$ cat src/rtl/core/cubic_triangle_field_interpolator_assert.svh
// ============================================================================
// Assertion macros for the cubic triangle field interpolator
// Clocked property checks on i_clk; they compile away under SYNTHESIS.
// ============================================================================
`ifndef CUBIC_TRIANGLE_FIELD_INTERPOLATOR_ASSERT_SVH
`define CUBIC_TRIANGLE_FIELD_INTERPOLATOR_ASSERT_SVH

`ifndef SYNTHESIS
// Checked only outside reset.
`define CTFI_ASSERT(lbl, prop, msg) \
    lbl: assert property (@(posedge i_clk) disable iff (!i_rst_n) prop) else $error(msg);
// Checked in every cycle, reset included.
`define CTFI_ASSERT_ALWAYS(lbl, prop, msg) \
    lbl: assert property (@(posedge i_clk) prop) else $error(msg);
`else
`define CTFI_ASSERT(lbl, prop, msg)
`define CTFI_ASSERT_ALWAYS(lbl, prop, msg)
`endif

`endif

$ cat src/rtl/core/ctfi_pkg.sv
// ============================================================================
// ctfi_pkg
// Shared constants, shape coefficient table and control types of the
// cubic triangle field interpolator.
// ============================================================================
package ctfi_pkg;

    // Default widths.
    localparam int VALUE_BITS_DEF      = 24;
    localparam int COORD_FRAC_BITS_DEF = 16;

    // Ten nodes and ten cubic monomials.
    localparam int NODES = 10;
    localparam int MONOS = 10;

    // Monomial positions: 1, u, v, uv, u^2, v^2, u^2v, uv^2, u^3, v^3.
    localparam int IDX_C   = 0;
    localparam int IDX_U   = 1;
    localparam int IDX_V   = 2;
    localparam int IDX_UV  = 3;
    localparam int IDX_U2  = 4;
    localparam int IDX_V2  = 5;
    localparam int IDX_U2V = 6;
    localparam int IDX_UV2 = 7;
    localparam int IDX_U3  = 8;
    localparam int IDX_V3  = 9;

    // Cubic Lagrange shape coefficients in units of one half.
    // Row is the node, column is the monomial.
    localparam int SHAPE_HALF [NODES][MONOS] = '{
        '{  2, -11, -11,  36,  18,  18, -27, -27,  -9,  -9 },
        '{  0,   2,   0,   0,  -9,   0,   0,   0,   9,   0 },
        '{  0,   0,   2,   0,   0,  -9,   0,   0,   0,   9 },
        '{  0,  18,   0, -45, -45,   0,  54,  27,  27,   0 },
        '{  0,  -9,   0,   9,  36,   0, -27,   0, -27,   0 },
        '{  0,   0,   0,  -9,   0,   0,  27,   0,   0,   0 },
        '{  0,   0,   0,  -9,   0,   0,   0,  27,   0,   0 },
        '{  0,   0,  -9,   9,   0,  36,   0, -27,   0, -27 },
        '{  0,   0,  18, -45,   0, -45,  27,  54,   0,  27 },
        '{  0,   0,   0,  54,   0,   0, -54, -54,   0,   0 }
    };

    // Load enables of the five pipeline stages.
    typedef struct packed {
        logic s1;
        logic s2;
        logic s3;
        logic s4;
        logic s5;
    } t_stage_en;

endpackage

$ cat src/rtl/core/ctfi_basis.sv
// ============================================================================
// ctfi_basis
// Builds the ten cubic monomials of (u,v) and their u and v derivatives
// over two pipeline stages.
// ============================================================================
module ctfi_basis
    import ctfi_pkg::*;
#(
    parameter int  COORD_FRAC_BITS = COORD_FRAC_BITS_DEF,
    localparam int CB              = COORD_FRAC_BITS + 1,
    localparam int MONO_W          = COORD_FRAC_BITS + 4
) (
    input  logic              i_clk,
    input  t_stage_en         i_en,
    input  logic [CB-1:0]     i_u,
    input  logic [CB-1:0]     i_v,
    output logic [MONO_W-1:0] o_mv [MONOS],
    output logic [MONO_W-1:0] o_mu [MONOS],
    output logic [MONO_W-1:0] o_md [MONOS]
);

    localparam int F    = COORD_FRAC_BITS;
    localparam int P2_W = 2 * CB;      // u*v before rounding
    localparam int Q2_W = F + 2;       // rounded second-order term
    localparam int P3_W = 2 * F + 3;   // second-order term times u or v
    localparam logic [P2_W-1:0]   RND2     = P2_W'(1) << (F - 1);
    localparam logic [P3_W-1:0]   RND3     = P3_W'(1) << (F - 1);
    localparam logic [MONO_W-1:0] MONO_ONE = MONO_W'(1) << F;

    logic [P2_W-1:0]   w_p_uv, w_p_u2, w_p_v2;
    logic [P3_W-1:0]   w_p_u2v, w_p_uv2, w_p_u3, w_p_v3;
    logic [CB-1:0]     r_u, r_v;
    logic [Q2_W-1:0]   r_uv, r_u2, r_v2;
    logic [MONO_W-1:0] n_mv [MONOS];
    logic [MONO_W-1:0] n_mu [MONOS];
    logic [MONO_W-1:0] n_md [MONOS];
    logic [MONO_W-1:0] r_mv [MONOS];
    logic [MONO_W-1:0] r_mu [MONOS];
    logic [MONO_W-1:0] r_md [MONOS];

    // Stage one: rounded second-order products of the coordinates.
    assign w_p_uv = P2_W'(i_u) * P2_W'(i_v) + RND2;
    assign w_p_u2 = P2_W'(i_u) * P2_W'(i_u) + RND2;
    assign w_p_v2 = P2_W'(i_v) * P2_W'(i_v) + RND2;

    always_ff @(posedge i_clk) begin
        if (i_en.s1) begin
            r_u  <= i_u;
            r_v  <= i_v;
            r_uv <= w_p_uv[P2_W-1:F];
            r_u2 <= w_p_u2[P2_W-1:F];
            r_v2 <= w_p_v2[P2_W-1:F];
        end
    end

    // Stage two: rounded third-order products.
    assign w_p_u2v = P3_W'(r_u2) * P3_W'(r_v) + RND3;
    assign w_p_uv2 = P3_W'(r_v2) * P3_W'(r_u) + RND3;
    assign w_p_u3  = P3_W'(r_u2) * P3_W'(r_u) + RND3;
    assign w_p_v3  = P3_W'(r_v2) * P3_W'(r_v) + RND3;

    // Value monomials and both derivative sets.
    always_comb begin
        n_mv[IDX_C]   = MONO_ONE;
        n_mv[IDX_U]   = MONO_W'(r_u);
        n_mv[IDX_V]   = MONO_W'(r_v);
        n_mv[IDX_UV]  = MONO_W'(r_uv);
        n_mv[IDX_U2]  = MONO_W'(r_u2);
        n_mv[IDX_V2]  = MONO_W'(r_v2);
        n_mv[IDX_U2V] = MONO_W'(w_p_u2v[P3_W-1:F]);
        n_mv[IDX_UV2] = MONO_W'(w_p_uv2[P3_W-1:F]);
        n_mv[IDX_U3]  = MONO_W'(w_p_u3[P3_W-1:F]);
        n_mv[IDX_V3]  = MONO_W'(w_p_v3[P3_W-1:F]);

        n_mu[IDX_C]   = '0;
        n_mu[IDX_U]   = MONO_ONE;
        n_mu[IDX_V]   = '0;
        n_mu[IDX_UV]  = MONO_W'(r_v);
        n_mu[IDX_U2]  = MONO_W'({r_u, 1'b0});
        n_mu[IDX_V2]  = '0;
        n_mu[IDX_U2V] = MONO_W'({r_uv, 1'b0});
        n_mu[IDX_UV2] = MONO_W'(r_v2);
        n_mu[IDX_U3]  = MONO_W'(r_u2) + MONO_W'({r_u2, 1'b0});
        n_mu[IDX_V3]  = '0;

        n_md[IDX_C]   = '0;
        n_md[IDX_U]   = '0;
        n_md[IDX_V]   = MONO_ONE;
        n_md[IDX_UV]  = MONO_W'(r_u);
        n_md[IDX_U2]  = '0;
        n_md[IDX_V2]  = MONO_W'({r_v, 1'b0});
        n_md[IDX_U2V] = MONO_W'(r_u2);
        n_md[IDX_UV2] = MONO_W'({r_uv, 1'b0});
        n_md[IDX_U3]  = '0;
        n_md[IDX_V3]  = MONO_W'(r_v2) + MONO_W'({r_v2, 1'b0});
    end

    always_ff @(posedge i_clk) begin
        if (i_en.s2) begin
            r_mv <= n_mv;
            r_mu <= n_mu;
            r_md <= n_md;
        end
    end

    assign o_mv = r_mv;
    assign o_mu = r_mu;
    assign o_md = r_md;

endmodule

$ cat config.mk
export PLATFORM = sky130hd
export DESIGN_NAME = ctfi_basis
export DESIGN_NICKNAME = d
export VERILOG_FILES = /design/src/rtl/core/cubic_triangle_field_interpolator_assert.svh /design/src/rtl/core/ctfi_pkg.sv /design/src/rtl/core/ctfi_basis.sv
export SDC_FILE = /design/constraint.sdc
export NUM_CORES = 2
export LEC_CHECK = 0
export BUFFER_PORTS_ARGS = -buffer_cell sky130_fd_sc_hd__buf_2
export CORE_MARGIN = 2
export CORE_UTILIZATION = 30
export CTS_CLUSTER_DIAMETER = 60
export DETAILED_ROUTE_END_ITERATION = 16
export GPL_TIMING_DRIVEN = 0
export SETUP_SLACK_MARGIN = 0.05
export SYNTH_ARGS = -nofsm -noshare
export SYNTH_HDL_FRONTEND = slang
export SYNTH_SLANG_ARGS = --single-unit
$ cat constraint.sdc
create_clock -name i_clk -period 8.8 [get_ports i_clk]
set_input_delay 0.44 -clock i_clk [delete_from_list [all_inputs] [get_ports i_clk]]
set_output_delay 0.44 -clock i_clk [all_outputs]
set_load 0.01 [all_outputs]
Yosys cells after proc, flatten, opt, wreduce, memory -nomap -nowiden
Cells that the tools add are included.
{ "op_classes": {"n_addsub": 9, "n_mul": 7} }
{ "op_table": {"columns": ["cell", "count"], "rows": [
  ["$add 35x16->35 const B", 4],
  ["$mul 18x17->35", 4],
  ["$add 34x16->34 const B", 3],
  ["$mul 17x17->34", 3],
  ["$add 18x19->20", 2]
]} }
{ "word_totals": {"input_bits": 40, "ff_bits": 292, "output_inout_bits": 600, "word_cells": 32} }

Longest topological paths before layout
{ "depth": {"depth_word": 2, "ltp_mapped": 27, "mapped_depth_nobuf": 26} }

Worst setup path after synthesis
Ideal clock, no wire load.
{ "synth_timing": {"kind": "input-to-reg", "from": "in i_v[13]", "to": "reg r_v2[16], data pin", "setup_slack_ns": 2.332, "path_stages": 24, "arrival_time_ns": 6.206, "n_path_buf": 2, "path_cell_list": "clkbuf_1 clkbuf_1 nand2_1 fa_1 fa_1 inv_1 fa_1 fa_1 fa_1 inv_1 fa_1 inv_1 ha_1 a21o_1 a21o_1 a21oi_1 o21a_1 o21ai_0 o21a_1 o41ai_2 o21ai_1 nor2_1 a21oi_1 xor2_1"} }
{ "synth_via": {"elab_chain_cells": 2} }
{ "synth_lines": {"columns": ["item", "line_no", "source"], "rows": [
  ["start: declaration", "ctfi_basis.sv:16", "input logic [CB-1:0] i_v,"],
  ["$mul 17x17->34", "ctfi_basis.sv:44", "assign w_p_v2 = P2_W'(i_v) * P2_W'(i_v) + RND2;"],
  ["$add 34x16->34", "ctfi_basis.sv:44", null],
  ["net w_p_v2[32]", "ctfi_basis.sv:30", "logic [P2_W-1:0] w_p_uv, w_p_u2, w_p_v2;"],
  ["end signal: assignment", "ctfi_basis.sv:52", "r_v2 <= w_p_v2[P2_W-1:F];"],
  ["end: declaration", "ctfi_basis.sv:33", "logic [Q2_W-1:0] r_uv, r_u2, r_v2;"]
]} }
The timed path passes the listed nets, and every way through them passes these cells.
A chain may end at the register's enable or synchronous reset.

Worst setup path in the final report
{ "layout_timing": {"from": "reg r_v[8]", "to": "reg r_mv, in the netlist o_mv[78], data pin"} }
{ "layout_via": {"elab_chain_cells": 2} }
{ "layout_lines": {"columns": ["item", "line_no", "source"], "rows": [
  ["start: declaration", "ctfi_basis.sv:32", "logic [CB-1:0] r_u, r_v;"],
  ["start signal: assignment", "ctfi_basis.sv:49", "r_v <= i_v;"],
  ["$mul 18x17->35", "ctfi_basis.sv:57", "assign w_p_u2v = P3_W'(r_u2) * P3_W'(r_v) + RND3;"],
  ["$add 35x16->35", "ctfi_basis.sv:57", null],
  ["net w_p_u2v[34]", "ctfi_basis.sv:31", "logic [P3_W-1:0] w_p_u2v, w_p_uv2, w_p_u3, w_p_v3;"],
  ["end signal: assignment", "ctfi_basis.sv:100", "r_mv <= n_mv;"],
  ["end: declaration", "ctfi_basis.sv:37", "logic [MONO_W-1:0] r_mv [MONOS];"]
]} }
The timed path passes the listed nets, and every way through them passes these cells.

==> flow_metrics.tcl <==
set metrics [dict create \
    grt_first_pass_wirelength_mm 384 \
    worst_setup_path_start_kind "flip-flop" \
    relSlewSlack_pct 8.53 \
    timing.critical_path.max_delay_family "adder cells" \
    route.vias.total 55000 \
    globalRouteTotalUtil_pct 20.1 \
    maximum_number_of_pins_on_one_net_before_global_route_repair 99 \
    critical_path_peak_fanout 10 \
    share_of_post_route_cells_with_drive_strength_above_1_pct 10.4 \
    tritoncts "built" \
    drt_iter0_markers 3536 \
    effective_utilization_at_floorplan_pct 30.1 \
    overflow 0 \
    chipHeight_um 509 \
    holdCritPathClass "in -> reg" \
    drc 0 \
    postCtsSetupBuffers 0 \
    cp_most_frequent_cell "fa_1" \
    finish.net_count 11100 \
    clkSinkCount 290 \
    numPortBuffers 380 \
    hold_path.startpoint "i_v[0]" \
    ff2ff_path_depth 25 \
    post_synth_instance_area_um2 76500 \
    layout_commonest_cell "inv_1" \
    detailedPlacementHpwl_mm 218 \
    crit_startpoint "r_v[8]" \
    fmax_mhz 116 \
    final_period_minus_worst_setup_slack_ns 8.62 \
    required_ns 9.21 \
    synth.avg_cell_area_um2 9.62 \
    timing.final.max_slew_violations 0 \
    cts-root-buf "clkbuf_16" \
    post-route-period-util_pct 98.0 \
    core_area_um2 254000 \
    synth_cells 7950 \
    yosysUniqueCellTypes 72 \
    synth_simple_gate_area_share_pct 13.5 \
    via_count_of_the_first_global_routing_pass 59400 \
    grt_most_used_layer "met2" \
    synth-compound-area-share_pct 3.28 \
    area.growth.synth_to_final_pct 11.7 \
    area.sequential_um2 8710 \
    firstDrtPassIters 5 \
    grtUsageMet2_pct 33.4 \
    timing.final.ws_setup_ns 0.180 \
    synth-edff-count 290 \
    die-area_um2 259000 \
    crit_path_capture_type "flip-flop" \
    timing.critical_path.depth 25 \
    timing.max_cap.violations 0 \
    synthesis.yosys.warnings 0 \
    setup_violations 0 \
    multiInputGateArea_um2 57400 \
    yosys.area_share.adder_pct 54.9 \
    ctsLongestPathBuffers 3 \
    via_to_cell_ratio 4.56 \
    synth_mux_area_share_pct 0.0294 \
    largest_family_of_logic_cells_by_synthesized_area "adder cells" \
    clkTransAtPathRegs_ns 0.06 \
    grt_use_met3_pct 4.19 \
    numCtsBuffers 51 \
    placed_area_um2 83600 \
    die_width_um 509 \
    status "finished, final reports clean" \
    final_cell_mix "inv_1 (1876), fa_1 (1568), nand2_1 (912)" \
    globalRouteMet1Util_pct 25.3 \
    finish.utilization_pct 33.7 \
    drt.antenna.violating_nets 0 \
    postSynth.asyncResetShare_pct 0 \
    fillCellCount 26100 \
    min_path_cells 1 \
    worst_ep_arrival_time_ns 9.03 \
    rsz0062_at_grt "false" \
    hold_viol_final 0 \
    dominant_synthesized_flop_cell "edfxtp_1" \
    r2r-start "r_v[8]" \
    synthXorXnorAreaFrac_pct 2.06 \
    worst-slew-pin-transition_ns 1.37 \
    grt_antenna_before_repair 40 \
    routedWlPerCell_um 21.5 \
    fp-row-count 185 \
    slowest_delay_ns 1.25 \
    htree_num_levels 2 \
    clkLatencyLatePin_ns 0.71 \
    setup_tns_ns 0 \
    finalClockSkew_ns 0.0700 \
    worstPathBufferInverterCount 6 \
    crit_slowest_cell "edfxtp_1" \
    synth.yosys.seq_area_share_pct 11.4 \
    placement.setup.worst_slack_ns 0.00641 \
    gp_congestion 0.949 \
    cts-resized-gates 0 \
    pin_count 640 \
    postSynthRegisterBits 290 \
    worst-setup-path-type "reg -> reg" \
    route.final.wire_length_mm 259 \
    postLayoutCellArea_um2 85500 \
]
[flip-flops by register name (all words and copies together), names as in the netlist]
| signal | cells |
|---|---|
| o_mv | 76 |
| o_md | 71 |
| o_mu | 55 |
| r_u2 | 18 |
| r_uv | 18 |
| r_v2 | 18 |
| r_u | 17 |
| r_v | 17 |
[kinds of logic (layout without fill, tap and decap cells)]
logic type	Yosys count	count (layout)
multiplexers	2	2
AO/OA/AOI/OAI	379	379
AND/OR/NAND/NOR	2062	2062
flip-flops	290	290
other	2	272
buffers and inverters	2617	3097
XOR/XNOR	180	180
adder cells (fa/ha/maj)	2418	2418
[layout make-up]
class                      count  share of cell area, %
antenna                       16                 0.0468
buffer                       738                   4.99
clock buffer                  57                   1.54
clock inverter                37                  0.490
inverter                    1877                   8.24
multi-input combinational   5297                   67.2
sequential                   290                   10.2
tap                         3366                   4.93
timing repair buffer         388                   2.39
[stage by stage]
step	instances	hold WS [ns]
final	12100	0.0828
after global routing	12100	0.0674
after CTS	12100	0.0290
after detailed placement	12000	0.408
after global placement	12000	0.410
after floorplan	8204	0.400
[synth_stat cells, drive strengths merged (20+ instances only)]
cell | n | area, µm²
nand2 | 912 | 3420
o21ai | 74 | 382
xnor2 | 129 | 1130
nor2 | 112 | 420
clkbuf | 340 | 1280
a21o | 68 | 510
edfxtp | 290 | 8710
nor2b | 27 | 169
nor3 | 23 | 115
nand4 | 20 | 125
a21oi | 125 | 641
xor2 | 51 | 447
inv | 1876 | 7040
fa | 1568 | 31400
ha | 850 | 10600
buf | 400 | 3000
and2 | 895 | 5600
[timing repair]
action | in CTS | in global routing
setup endpoints to repair | 0 | 3
hold endpoints to repair | 5 | 0
hold buffers | 5 | 0
[final timing paths]
kind               to  slack [ns]
min            r_v[0]        0.08
min reg2reg  o_mu[62]        0.42
max          o_mv[78]        0.18
max reg2reg  o_mv[78]        0.18
[per-layer routing]
| layer | up-vias | part of all wire, % | wire length (µm) |
|---|---|---|---|
| met5 | - | 0.053 | 138 |
| met4 | 24 | 4.6 | 12000 |
| met3 | 483 | 7.6 | 19800 |
| met2 | 1991 | 47 | 123000 |
| met1 | 28200 | 40 | 105000 |
| li1 | 24300 | - | - |
Power is not shown: default switching activity piles up to over one toggle a cycle in this logic, so the estimate is an artifact.
